$ cat src/rtl/vma_pkg.sv
// Shared types and constants of the velocity moving average unit.
package vma_pkg;

	// Field widths
	localparam int AXES    = 3;
	localparam int POS_W   = 32;
	localparam int DT_W    = 32;
	localparam int VEL_W   = 32;
	localparam int DIFF_W  = POS_W + 1;
	localparam int FRAC_W  = 16;
	localparam int WL_W    = 4;

	// Shared divider: 33-bit magnitude scaled by 2^16 over a 32-bit divisor
	localparam int DIV_W      = DIFF_W + FRAC_W;
	localparam int DIV_STEP_W = 6;
	localparam logic [DIV_STEP_W-1:0] RAW_STEPS = DIV_STEP_W'(DIV_W);

	// Saturation limits of a Q16.16 velocity
	localparam logic [VEL_W-1:0] VEL_MAX = 32'h7FFF_FFFF;
	localparam logic [VEL_W-1:0] VEL_MIN = 32'h8000_0000;
	localparam logic [DIV_W-1:0] QUO_POS_LIMIT = DIV_W'(33'h0_7FFF_FFFF);
	localparam logic [DIV_W-1:0] QUO_NEG_LIMIT = DIV_W'(33'h0_8000_0000);

	// Configuration port
	localparam int ADDR_W = 3;
	localparam logic [ADDR_W-3:0] REG_WINDOW = 1'b0;
	localparam logic [WL_W-1:0]  WINDOW_RESET = 4'd6;

	localparam logic [1:0] LAST_AXIS = 2'(AXES - 1);

	typedef struct packed {
		logic                  start;
		logic [DIV_W-1:0]      dividend;
		logic [DT_W-1:0]       divisor;
		logic [DIV_STEP_W-1:0] steps;
	} div_req_t;

	typedef struct packed {
		logic             done;
		logic [DIV_W-1:0] quotient;
	} div_rsp_t;

endpackage

$ cat src/rtl/vma_div.sv
// Radix-2 restoring divider shared by all quotients of the unit.
module vma_div (
	input  logic                clk,
	input  logic                arst_n,
	input  vma_pkg::div_req_t   req,
	output vma_pkg::div_rsp_t   rsp
);

	logic                             busy_q;
	logic                             done_q;
	logic [vma_pkg::DIV_STEP_W-1:0]   cnt_q;
	logic [vma_pkg::DT_W-1:0]         rem_q;
	logic [vma_pkg::DT_W-1:0]         dsor_q;
	logic [vma_pkg::DIV_W-1:0]        dd_q;

	logic [vma_pkg::DT_W:0]           rem_sh;
	logic                             ge;
	logic [vma_pkg::DT_W:0]           rem_sub;

	// One quotient bit per cycle
	always_comb begin
		rem_sh  = {rem_q, dd_q[vma_pkg::DIV_W-1]};
		ge      = rem_sh >= {1'b0, dsor_q};
		rem_sub = rem_sh - {1'b0, dsor_q};
	end

	// Control
	always_ff @(posedge clk or negedge arst_n) begin
		if (!arst_n) begin
			busy_q <= 1'b0;
			done_q <= 1'b0;
			cnt_q  <= '0;
		end else begin
			done_q <= 1'b0;
			if (req.start) begin
				busy_q <= 1'b1;
				cnt_q  <= req.steps;
			end else if (busy_q) begin
				cnt_q <= cnt_q - 1'b1;
				if (cnt_q == vma_pkg::DIV_STEP_W'(1)) begin
					busy_q <= 1'b0;
					done_q <= 1'b1;
				end
			end
		end
	end

	// Datapath; the dividend register fills up with quotient bits
	always_ff @(posedge clk) begin
		if (req.start) begin
			rem_q  <= '0;
			dsor_q <= req.divisor;
			dd_q   <= req.dividend;
		end else if (busy_q) begin
			rem_q <= ge ? rem_sub[vma_pkg::DT_W-1:0] : rem_sh[vma_pkg::DT_W-1:0];
			dd_q  <= {dd_q[vma_pkg::DIV_W-2:0], ge};
		end
	end

	assign rsp.done     = done_q;
	assign rsp.quotient = dd_q;

endmodule

$ cat src/rtl/velocity_moving_average_unit.sv
// Top level: finite-difference velocity with a boxcar average per axis.
//
// Input stream s_*: one request per position sample (x, y, z) with the time
// step since the previous sample. Output stream m_*: one request per input,
// the smoothed velocity of the three axes and a saturation flag.
// The APB port holds window_length at byte address 0; a write empties the
// history. Write it only while the unit is idle.
// Timing: the unit takes one request at a time. Each raw velocity and each
// average runs through one shared radix-2 divider, one quotient bit per
// cycle: first the raw quotient of each axis (skipped for an axis with a
// zero time step), then the history update, then the average of each axis
// from its SUM_W-bit running sum, SUM_W = 32 + clog2(MAX_WINDOW). The first
// sample after reset skips the divider and returns zeros.
// The history is one memory row per slot holding all three axes, read when
// a request is taken and written back in the update cycle.
// Reset clears the window to 6, the history and the previous position.
// A stalled result sits in the output register; the unit finishes the
// following request up to the output register and waits there.
module velocity_moving_average_unit #(
	parameter int MAX_WINDOW = 8
) (
	input  logic                        clk,
	input  logic                        arst_n,
	// pos_x [31:0], pos_y [63:32], pos_z [95:64], time_step [127:96]
	input  logic [127:0]                s_tdata,
	input  logic                        s_tvalid,
	output logic                        s_tready,
	// vel_x [31:0], vel_y [63:32], vel_z [95:64]
	output logic [95:0]                 m_tdata,
	// saturated [0]
	output logic                        m_tuser,
	output logic                        m_tvalid,
	input  logic                        m_tready,
	input  logic                        psel,
	input  logic                        penable,
	input  logic                        pwrite,
	input  logic [vma_pkg::ADDR_W-1:0]  paddr,
	input  logic [31:0]                 pwdata,
	output logic [31:0]                 prdata,
	output logic                        pready
);

	localparam int IDX_W  = (MAX_WINDOW > 1) ? $clog2(MAX_WINDOW) : 1;
	localparam int CNT_W  = $clog2(MAX_WINDOW + 1);
	localparam int SUM_W  = vma_pkg::VEL_W + $clog2(MAX_WINDOW);
	localparam int ROW_W  = vma_pkg::AXES * vma_pkg::VEL_W;
	localparam logic [vma_pkg::DIV_STEP_W-1:0] SUM_STEPS = vma_pkg::DIV_STEP_W'(SUM_W);
	localparam logic [7:0] MAX8 = 8'(MAX_WINDOW);

	localparam logic [2:0] S_IDLE = 3'd0;
	localparam logic [2:0] S_RAW  = 3'd1;
	localparam logic [2:0] S_UPD  = 3'd2;
	localparam logic [2:0] S_AVG  = 3'd3;
	localparam logic [2:0] S_OUT  = 3'd4;

	// Control state
	logic [2:0]                    state_q;
	logic [1:0]                    axis_q;
	logic                          wait_q;
	logic                          first_q;
	logic [CNT_W-1:0]              fill_q;
	logic [IDX_W-1:0]              oldest_q;
	logic [vma_pkg::WL_W-1:0]      wl_q;
	logic [2:0][SUM_W-1:0]         sum_q;
	logic [2:0][vma_pkg::POS_W-1:0] prev_q;
	logic                          m_tvalid_q;

	// Payload
	logic [vma_pkg::DT_W-1:0]             dt_q;
	logic [2:0][vma_pkg::DIFF_W-1:0]      diff_mag_q;
	logic [2:0]                           diff_neg_q;
	logic [2:0][vma_pkg::VEL_W-1:0]       vel_q;
	logic                                 sat_q;
	logic                                 full_q;
	logic [IDX_W-1:0]                     slot_q;
	logic [95:0]                          m_tdata_q;
	logic                                 m_tuser_q;

	// History memory
	logic [ROW_W-1:0] hist_mem [MAX_WINDOW];
	logic [ROW_W-1:0] hist_rd_s1;

	logic                          s_acc;
	logic                          cfg_hit;
	logic                          cfg_wr;
	logic                          out_load;
	logic                          dt_zero;
	logic [7:0]                    w8;
	logic [7:0]                    fill8;
	logic [7:0]                    pos8;
	logic [7:0]                    slot8;
	logic [7:0]                    next8;
	logic                          full_nx;
	logic [IDX_W-1:0]              slot_nx;
	logic [2:0][vma_pkg::DIFF_W-1:0] diff_nx;
	logic [2:0][SUM_W-1:0]         sum_nx;
	logic [SUM_W-1:0]              sum_sel;
	logic [SUM_W-1:0]              sum_mag;
	logic [vma_pkg::DIFF_W-1:0]    mag_sel;
	logic                          neg_sel;
	logic [vma_pkg::VEL_W-1:0]     raw_vel;
	logic                          raw_sat;
	logic                          raw_take;
	logic [vma_pkg::VEL_W-1:0]     avg_vel;
	logic                          avg_take;
	logic                          axis_last;
	vma_pkg::div_req_t             div_req;
	vma_pkg::div_rsp_t             div_rsp;

	assign s_tready = (state_q == S_IDLE);
	assign s_acc    = s_tvalid && s_tready;
	assign pready   = 1'b1;
	assign cfg_hit  = (paddr[vma_pkg::ADDR_W-1:2] == vma_pkg::REG_WINDOW);
	assign cfg_wr   = psel && penable && pwrite && pready && cfg_hit;
	assign prdata   = cfg_hit ? 32'(wl_q) : '0;
	assign out_load = (state_q == S_OUT) && (!m_tvalid_q || m_tready);
	assign dt_zero  = (dt_q == '0);
	assign axis_last = (axis_q == vma_pkg::LAST_AXIS);

	// Effective window and ring slot of the next sample
	always_comb begin
		if (wl_q == '0)
			w8 = 8'd1;
		else if (8'(wl_q) > MAX8)
			w8 = MAX8;
		else
			w8 = 8'(wl_q);
		fill8   = 8'(fill_q);
		full_nx = fill8 >= w8;
		pos8    = full_nx ? 8'(oldest_q) : 8'(oldest_q) + fill8;
		slot8   = (pos8 >= w8) ? pos8 - w8 : pos8;
		slot_nx = slot8[IDX_W-1:0];
		next8   = 8'(slot_q) + 8'd1;
	end

	// Position differences on the full 33 bits
	always_comb begin
		for (int a = 0; a < vma_pkg::AXES; a++) begin
			diff_nx[a] = vma_pkg::DIFF_W'($signed(s_tdata[a*vma_pkg::POS_W +: vma_pkg::POS_W]))
				- vma_pkg::DIFF_W'($signed(prev_q[a]));
		end
	end

	// Running sums after the new velocities enter and the oldest leave
	always_comb begin
		for (int a = 0; a < vma_pkg::AXES; a++) begin
			sum_nx[a] = sum_q[a] + SUM_W'($signed(vel_q[a]))
				- (full_q ? SUM_W'($signed(hist_rd_s1[a*vma_pkg::VEL_W +: vma_pkg::VEL_W]))
					: SUM_W'(0));
		end
	end

	// Divider operands
	always_comb begin
		mag_sel = diff_mag_q[axis_q];
		neg_sel = diff_neg_q[axis_q];
		sum_sel = sum_q[axis_q];
		sum_mag = sum_sel[SUM_W-1] ? -sum_sel : sum_sel;
		div_req.start = !wait_q && (((state_q == S_RAW) && !dt_zero) || (state_q == S_AVG));
		if (state_q == S_RAW) begin
			div_req.dividend = {mag_sel, {vma_pkg::FRAC_W{1'b0}}};
			div_req.divisor  = dt_q;
			div_req.steps    = vma_pkg::RAW_STEPS;
		end else begin
			div_req.dividend = vma_pkg::DIV_W'(sum_mag) << (vma_pkg::DIV_W - SUM_W);
			div_req.divisor  = vma_pkg::DT_W'(fill_q);
			div_req.steps    = SUM_STEPS;
		end
	end

	vma_div u_div (
		.clk    (clk),
		.arst_n (arst_n),
		.req    (div_req),
		.rsp    (div_rsp)
	);

	// Raw velocity with saturation
	always_comb begin
		raw_sat = 1'b0;
		if (dt_zero) begin
			raw_sat = 1'b1;
			if (mag_sel == '0)
				raw_vel = '0;
			else
				raw_vel = neg_sel ? vma_pkg::VEL_MIN : vma_pkg::VEL_MAX;
		end else if (neg_sel) begin
			if (div_rsp.quotient > vma_pkg::QUO_NEG_LIMIT) begin
				raw_sat = 1'b1;
				raw_vel = vma_pkg::VEL_MIN;
			end else begin
				raw_vel = -div_rsp.quotient[vma_pkg::VEL_W-1:0];
			end
		end else if (div_rsp.quotient > vma_pkg::QUO_POS_LIMIT) begin
			raw_sat = 1'b1;
			raw_vel = vma_pkg::VEL_MAX;
		end else begin
			raw_vel = div_rsp.quotient[vma_pkg::VEL_W-1:0];
		end
	end

	// Average, truncated toward zero
	assign avg_vel  = sum_sel[SUM_W-1] ? -div_rsp.quotient[vma_pkg::VEL_W-1:0]
		: div_rsp.quotient[vma_pkg::VEL_W-1:0];
	assign raw_take = (state_q == S_RAW) && (dt_zero || (wait_q && div_rsp.done));
	assign avg_take = (state_q == S_AVG) && wait_q && div_rsp.done;

	// Sequencer and control state
	always_ff @(posedge clk or negedge arst_n) begin
		if (!arst_n) begin
			state_q    <= S_IDLE;
			axis_q     <= '0;
			wait_q     <= 1'b0;
			first_q    <= 1'b1;
			fill_q     <= '0;
			oldest_q   <= '0;
			wl_q       <= vma_pkg::WINDOW_RESET;
			sum_q      <= '0;
			prev_q     <= '0;
			m_tvalid_q <= 1'b0;
		end else begin
			if (div_req.start)
				wait_q <= 1'b1;
			case (state_q)
				S_IDLE: begin
					if (s_acc) begin
						first_q <= 1'b0;
						axis_q  <= '0;
						for (int a = 0; a < vma_pkg::AXES; a++)
							prev_q[a] <= s_tdata[a*vma_pkg::POS_W +: vma_pkg::POS_W];
						state_q <= first_q ? S_OUT : S_RAW;
					end
				end
				S_RAW: begin
					if (raw_take) begin
						wait_q <= 1'b0;
						axis_q <= axis_last ? 2'd0 : axis_q + 2'd1;
						if (axis_last)
							state_q <= S_UPD;
					end
				end
				S_UPD: begin
					sum_q <= sum_nx;
					if (full_q)
						oldest_q <= (next8 == w8) ? '0 : next8[IDX_W-1:0];
					else
						fill_q <= fill_q + 1'b1;
					state_q <= S_AVG;
				end
				S_AVG: begin
					if (avg_take) begin
						wait_q <= 1'b0;
						axis_q <= axis_last ? 2'd0 : axis_q + 2'd1;
						if (axis_last)
							state_q <= S_OUT;
					end
				end
				S_OUT: begin
					if (out_load)
						state_q <= S_IDLE;
				end
				default: begin
					state_q <= S_IDLE;
				end
			endcase
			// Window write empties the history
			if (cfg_wr) begin
				wl_q     <= pwdata[vma_pkg::WL_W-1:0];
				sum_q    <= '0;
				fill_q   <= '0;
				oldest_q <= '0;
			end
			// Output register
			if (out_load)
				m_tvalid_q <= 1'b1;
			else if (m_tready)
				m_tvalid_q <= 1'b0;
		end
	end

	// Per-request payload
	always_ff @(posedge clk) begin
		if (s_acc) begin
			dt_q   <= s_tdata[127:96];
			full_q <= full_nx;
			slot_q <= slot_nx;
			sat_q  <= 1'b0;
			vel_q  <= '0;
			for (int a = 0; a < vma_pkg::AXES; a++) begin
				diff_neg_q[a] <= diff_nx[a][vma_pkg::DIFF_W-1];
				diff_mag_q[a] <= diff_nx[a][vma_pkg::DIFF_W-1] ? -diff_nx[a] : diff_nx[a];
			end
		end
		if (raw_take) begin
			vel_q[axis_q] <= raw_vel;
			sat_q         <= sat_q | raw_sat;
		end
		if (avg_take)
			vel_q[axis_q] <= avg_vel;
		if (out_load) begin
			m_tdata_q <= vel_q;
			m_tuser_q <= sat_q;
		end
	end

	// History: read the slot on acceptance, write it back in the update cycle
	always_ff @(posedge clk) begin
		if (s_acc)
			hist_rd_s1 <= hist_mem[slot_nx];
		if (state_q == S_UPD)
			hist_mem[slot_q] <= vel_q;
	end

	assign m_tdata  = m_tdata_q;
	assign m_tuser  = m_tuser_q;
	assign m_tvalid = m_tvalid_q;

`ifndef ASSERT_OFF
	a_fill_in_window: assert property (@(posedge clk) disable iff (!arst_n)
		fill8 <= w8)
		else $error("fill count exceeds window");
	a_oldest_in_window: assert property (@(posedge clk) disable iff (!arst_n)
		8'(oldest_q) < w8)
		else $error("oldest index outside window");
	a_done_expected: assert property (@(posedge clk) disable iff (!arst_n)
		div_rsp.done |-> wait_q)
		else $error("divider result without a pending division");
	a_idle_no_wait: assert property (@(posedge clk) disable iff (!arst_n)
		(state_q == S_IDLE) |-> !wait_q)
		else $error("idle with a division pending");
	a_valid_from_out: assert property (@(posedge clk) disable iff (!arst_n)
		$rose(m_tvalid_q) |-> $past(state_q == S_OUT))
		else $error("result raised outside the output state");
`endif

endmodule
$ cat config.mk
export PLATFORM = sky130hd
export DESIGN_NAME = velocity_moving_average_unit
export DESIGN_NICKNAME = d
export VERILOG_FILES = /design/src/rtl/vma_pkg.sv /design/src/rtl/vma_div.sv /design/src/rtl/velocity_moving_average_unit.sv
export SDC_FILE = /design/constraint.sdc
export NUM_CORES = 2
export LEC_CHECK = 0
export BUFFER_PORTS_ARGS = -buffer_cell sky130_fd_sc_hd__buf_2
export CORE_AREA = 2 2 403 405
export CTS_BUF_LIST = sky130_fd_sc_hd__clkbuf_4
export DETAILED_ROUTE_END_ITERATION = 10
export DIE_AREA = 0 0 405 407
export GPL_ROUTABILITY_DRIVEN = 0
export PLACE_DENSITY = 0.74
export SLEW_MARGIN = 0
export SYNTH_ARGS = -nofsm -noshare
export SYNTH_HDL_FRONTEND = slang
export SYNTH_SLANG_ARGS = --single-unit
export TNS_END_PERCENT = 20
$ cat constraint.sdc
create_clock -name clk -period 16.5 [get_ports clk]
set_input_delay 0.825 -clock clk [delete_from_list [all_inputs] [get_ports clk]]
set_output_delay 0.825 -clock clk [all_outputs]
set_load 0.03 [all_outputs]
---- Yosys cells after proc, flatten, opt, wreduce, memory -nomap -nowiden ----
Memory sizes are Yosys's and may differ from the RTL's. A register that Yosys moved wholly into a read port is not among the register bits.
Index checks and enable logic that the tools add are counted.
storage, ports and cells
  register bits ........................... 673
  RAM bits ................................ 768
  output and inout bits ................... 132
  logic and storage cells ................. 196
  memories kept ........................... 1
memories
  name      depth  bits a word  read ports  clocked after Yosys merged registers in  write ports  RTL line                            text
  hist_mem  8      96           1           1                                        1            velocity_moving_average_unit.sv:80  logic [ROW_W-1:0] hist_mem [MAX_WINDOW];
operators by class
  add/sub/neg operators ................... 21
  order comparisons ....................... 8
  equality and inequality tests ........... 14
  mux-type cells .......................... 80
  bitwise logic cells ..................... 2
  reduce and logical (&&, ||, !) cells .... 33
operators with widths
  cell                                                                                count
  32-bit two-way mux                                                                  12
  96-bit two-way mux                                                                  3
  105-bit two-way mux                                                                 2
  96-bit bitwise mux                                                                  2
  35-bit two-way mux                                                                  5
  35-bit adder                                                                        3
  35-bit subtractor                                                                   3
  33-bit negation                                                                     3
  32-bit by 32-bit subtractor with 33-bit output                                      3
  49-bit two-way mux                                                                  2
  87-bit two-way mux                                                                  1
  35-bit binary-select mux with 2-bit select                                          1
  33-bit binary-select mux with 2-bit select                                          1
  32-bit demux with 2-bit select                                                      1
  49-bit by 31-bit greater-than comparator with 1-bit output (second input constant)  1
  49-bit by 32-bit greater-than comparator with 1-bit output (second input constant)  1
  3-bit two-way mux                                                                   12
  35-bit negation                                                                     1
  33-bit by 32-bit greater-or-equal comparator with 1-bit output                      1
  33-bit zero test                                                                    1
  33-bit two-way mux                                                                  1
  32-bit zero test                                                                    1
  32-bit negation                                                                     1
  32-bit subtractor                                                                   1
  other kinds (40)                                                                    95

---- Logic depth before layout (Yosys ltp) ----
  depth in word-level cells ............... 9
  gate-level depth with buffers ........... 20

---- Modules after synthesis ----
Synthesis repeated with hierarchy kept, for this count alone.
second synthesis, totals
  cells, all modules ...................... 6844
  area total of the unflattened synthesis .. 80459.7 sq um
modules (own cells, without submodules)
  module                        instances  cells each  area each (sq um)
  velocity_moving_average_unit  1          6194        73543.0
  vma_div                       1          650         6916.6

---- Worst setup path after synthesis ----
No wires, ideal clock.
  path kind ............................... register to register
  from .................................... register state_q[1]
  to ...................................... memory hist_mem[4][0] in the netlist's numbering (enable)
  data arrival time ....................... 11.041 ns
  required time ........................... 15.679 ns
  slack ................................... 4.638 ns
  stages on the path, launching flop included .. 6
  cell sequence ........................... dfrtp_1 clkbuf_1 nand2_1 clkbuf_1 clkbuf_1 nor4b_1
on the way
  cells in the longest elaborated chain, start to end .. 3
RTL lines
  element                                         RTL line                             text
  start, declared                                 velocity_moving_average_unit.sv:57   logic [2:0] state_q;
  start signal, assigned                          velocity_moving_average_unit.sv:231  state_q <= first_q ? S_OUT : S_RAW;
  3-bit by 2-bit equality test with 1-bit output  velocity_moving_average_unit.sv:310  if (state_q == S_UPD)
  1-bit two-way mux                               velocity_moving_average_unit.sv:310
  1-bit two-way mux (implied by the code)         velocity_moving_average_unit.sv:311  hist_mem[slot_q] <= vel_q;
  end, declared                                   velocity_moving_average_unit.sv:80
No other way between the ends.

---- Final worst setup path ----
  from .................................... register wl_q[2] in the netlist's numbering
  to ...................................... register hist_rd_s1[50], read port of hist_mem, data pin
on the way
  cells in the longest elaborated chain, start to end .. 7
  elaborated cells between the ends (all ways) .. 9
  those cells by class .................... add/sub (1); order compare (3); mux (4); reduce/logical (1)
RTL lines
  element                                                                                           RTL line                             text
  start, declared                                                                                   velocity_moving_average_unit.sv:63   logic [vma_pkg::WL_W-1:0] wl_q;
  start signal, assigned                                                                            velocity_moving_average_unit.sv:217  wl_q <= vma_pkg::WINDOW_RESET;
  start signal, assigned                                                                            velocity_moving_average_unit.sv:268  wl_q <= pwdata[vma_pkg::WL_W-1:0];
  4-bit greater-than comparator                                                                     velocity_moving_average_unit.sv:124  else if (8'(wl_q) > MAX8)
  4-bit two-way mux                                                                                 velocity_moving_average_unit.sv:124
  4-bit two-way mux (*)                                                                             velocity_moving_average_unit.sv:122  if (wl_q == '0)
  4-bit greater-or-equal comparator                                                                 velocity_moving_average_unit.sv:129  full_nx = fill8 >= w8;
  5-bit two-way mux                                                                                 velocity_moving_average_unit.sv:130  pos8 = full_nx ? 8'(oldest_q) : 8'(oldest_q) + fill8;
  5-bit by 4-bit greater-or-equal comparator with 1-bit output or 3-bit subtractor (tied branches)  velocity_moving_average_unit.sv:131  slot8 = (pos8 >= w8) ? pos8 - w8 : pos8;
  3-bit two-way mux (*)                                                                             velocity_moving_average_unit.sv:131
  end, declared                                                                                     velocity_moving_average_unit.sv:81   logic [ROW_W-1:0] hist_rd_s1;
Every way passes the cells marked *; elsewhere a longest branch is shown, timed or not.
A chain may end at the register's enable or synchronous reset.

==> impl_metrics.py <==
metrics = {
    "place": {
        "place_area_mm2": 0.08289,
        "numPortBuffers": 242,
        "dpl.hpwl_mm": 140.5,
    },
    "sta": {
        "tns_ns": 0,
        "setup_viol": 0,
        "max_slew_margin_pct": -1.381,
        "finClkSkew_ns": 0.1649,
        "worst_pin_slew_ns": 1.508,
        "whs_ns": 0.1578,
        "min_period_over_period_pct": 42.03,
        "fmax_mhz": 144.2,
        "period_minus_slack_ns": 6.936,
        "rsz0062_at_grt": "no",
        "slew_viol_final": 4,
        "hold_viol": 0,
    },
    "synthesis": {
        "ys_warn_count": 0,
        "syn_avg_cell_area_um2": 11.82,
        "synth_top_area_cell": "edfxtp_1",
        "synth_area_leaders": "edfxtp_1, dfrtp_1, mux4_2",
        "yosysTopAreaCellShare_pct": 44.49,
        "ys.flop_type": "edfxtp_1",
        "synth.distinct_cells": 112,
        "synthCells": 6745,
        "synth-edff-count": 1181,
        "syn_area_mm2": 0.07972,
        "yosysSeqAreaShare_pct": 54.86,
        "async_flop_share_pct": 14.83,
        "synth_most_common_cell": "edfxtp_1",
        "synthTopCellsByCount": "edfxtp_1, inv_1, nand2_1, a21oi_1, nor2_1",
        "ys_ff_latch": 1537,
    },
    "floorplan": {
        "start_util_pct": 49.76,
        "die_x_um": 405,
        "core-area_mm2": 0.1602,
        "die_y_um": 407,
        "fp.dieArea_mm2": 0.1648,
        "pin_count": 302,
        "rows": 147,
    },
    "setup_path": {
        "crit_arrival_ns": 7.96,
        "cp-end-kind": "flop",
        "cp_max_fo": 50,
        "crit_type": "reg -> reg",
        "startpoint_type": "flop",
        "cp_data_required_time_ns": 17.52,
    },
    "run": {
        "maxCapViolations": 1,
    },
    "status": {
        "status": "finished with violations",
        "violations": "capacitance limit, slew limit",
    },
    "clocking": {
        "clk_pin_slew_ns": 0.06,
        "cts_sinks": 1537,
        "cts_tree": "done",
        "post_cts_buffers": 0,
        "insertion_delay_ns": 1.46,
        "numCtsBuffers": 406,
        "cts_resized": 0,
        "root_buffer": "clkbuf_4",
        "cts_buffer_depth": 4,
        "h-tree-depth": 5,
        "hold_buffers": 150,
    },
    "route": {
        "ant_nets": 0,
        "wl_per_cell_um": 21.73,
        "drc": 0,
        "wirelength_mm": 212.0,
        "vias": 56540,
        "viasPerCell": 5.795,
        "drt_pre_antenna_iters": 6,
        "drt_iter0_markers": 6606,
    },
    "min_path": {
        "hold_class": "in -> reg",
    },
    "finish": {
        "areaGrowthSynthToFinish_pct": 12.24,
        "layout-drive-gt1-share_pct": 17.73,
        "multi_input_area_mm2": 0.03235,
        "layout.nets": 7816,
        "register_area_mm2": 0.04374,
        "n_fill_cell": 13060,
        "fin_area_mm2": 0.08947,
    },
    "global_routing": {
        "gr-total-overflow": 0,
        "grt_pass1_wl_mm": 322.6,
        "grt_pass1_vias": 54970,
        "grt_antenna_before_repair": 7,
        "gr-usage-all-layers_pct": 25.60,
        "grt_max_degree": 110,
    },
}
[cells by family (layout without fill, tap and decap cells)]
family                     Yosys count  in the layout  share of synthesized area (%)
DFF                               1537           1537                          54.86
other                                2             40                       0.009421
buffers and inverters              980           1793                          4.875
AOI/OAI and AO/OA                 1510           1510                          11.84
adders and majority gates          362            362                          6.699
muxes                              390            390                          8.078
and+or+nand+nor                   1621           1621                          9.865
xor gates and xnor gates           343            343                          3.768
[final timing paths]
kind	start	end	slack, ns	depth (start not counted)
hold / removal	pwrite	sum_q[25]	0.16	3
min in group asynchronous	arst_n	sum_q[77]	0.60	3
max in group asynchronous	arst_n	axis_q[1]	14.30	4
setup / recovery	wl_q[2]	hist_rd_s1[50]	9.56	20
setup reg to reg	wl_q[2]	hist_rd_s1[50]	9.56	20
hold reg to reg	sat_q	m_tuser	0.44	0
[layer usage]
metal / GRT usage (%) / part of all wire (%)
met3: 6.230 / 10
met1: 34.61 / 40
met4: 11.22 / 4.4
met2: 39.41 / 45
met5: 0 / 0.017
[critical path: stages, from the launching register on]
cell      delay [ns]
dfstp_2         0.58
nor2_1          0.05
nor2_1          0.17
nor2_1          0.14
ha_1            0.28
nand2b_1        0.14
a21o_1          0.17
a21o_1          0.18
a21oi_1         0.42
mux2i_1         0.40
ha_1            0.34
o21ai_0         0.18
nand2b_1        0.07
a21o_1          0.17
a221oi_1        0.26
buf_4           0.24
mux2i_4         0.23
buf_4           0.76
buf_4           0.79
mux4_2          0.61
mux2_2          0.27
[layout by cell type, fill, tap and decap left out, types with 35 or more instances in the layout]
cell type / instances
nor2_1: 439
xnor2_1: 235
mux2_2: 107
o21ai_0: 328
nand2b_1: 51
o31ai_1: 39
nand4_1: 49
nand3_1: 71
inv_1: 621
mux4_2: 192
a21oi_1: 454
nor3_1: 82
nand2_1: 482
fa_1: 108
a31oi_1: 106
buf_2: 241
a211oi_1: 62
a21o_1: 123
dlygate4sd3_1: 149
xor2_1: 108
edfxtp_1: 1181
clkbuf_4: 607
mux2i_1: 89
o21a_1: 46
ha_1: 254
buf_4: 67
o22ai_1: 35
and2_1: 156
o21ai_1: 51
nor2b_1: 56
nor4_1: 41
dfrtp_1: 222
clkinv_1: 78
dfxtp_1: 128
or3_1: 36
[per-stage QoR]
| stage | utilization (%) | worst slack (ns) | instances |
|---|---|---|---|
| finish | 55.85 | 9.564 | 9756 |
| global route | 55.85 | 8.919 | 9755 |
| CTS | 55.83 | 9.480 | 9745 |
| detailed placement | 51.74 | 9.541 | 8886 |
| global placement | 51.74 | 9.635 | 8886 |
| floorplan | - | 4.638 | 6772 |
[layout make-up]
| cell class | count | share of cell area [%] |
|---|---|---|
| timing repair buffer | 460 | 3.639 |
| multi-input combinational | 4255 | 36.16 |
| sequential | 1537 | 48.89 |
| clock buffer | 607 | 5.093 |
| inverter | 624 | 2.626 |
| tap | 2160 | 3.021 |
| antenna | 11 | 0.03077 |
| clock inverter | 102 | 0.5412 |
[state kept, by name, indices dropped and copies added, names as in the netlist, 2 cells and up]
name / flops
diff_neg_q: 3
u_div.dd_q: 49
m_tdata: 96
sum_q: 105
hist_rd_s1: 96
fill_q: 4
u_div.cnt_q: 6
dt_q: 32
u_div.rem_q: 32
axis_q: 2
wl_q: 4
hist_mem: 768
u_div.dsor_q: 32
vel_q: 96
state_q: 3
oldest_q: 3
prev_q: 96
slot_q: 3
diff_mag_q: 99
Power is not shown: default switching activity piles up to over one toggle a cycle in this logic, so the estimate is an artifact.
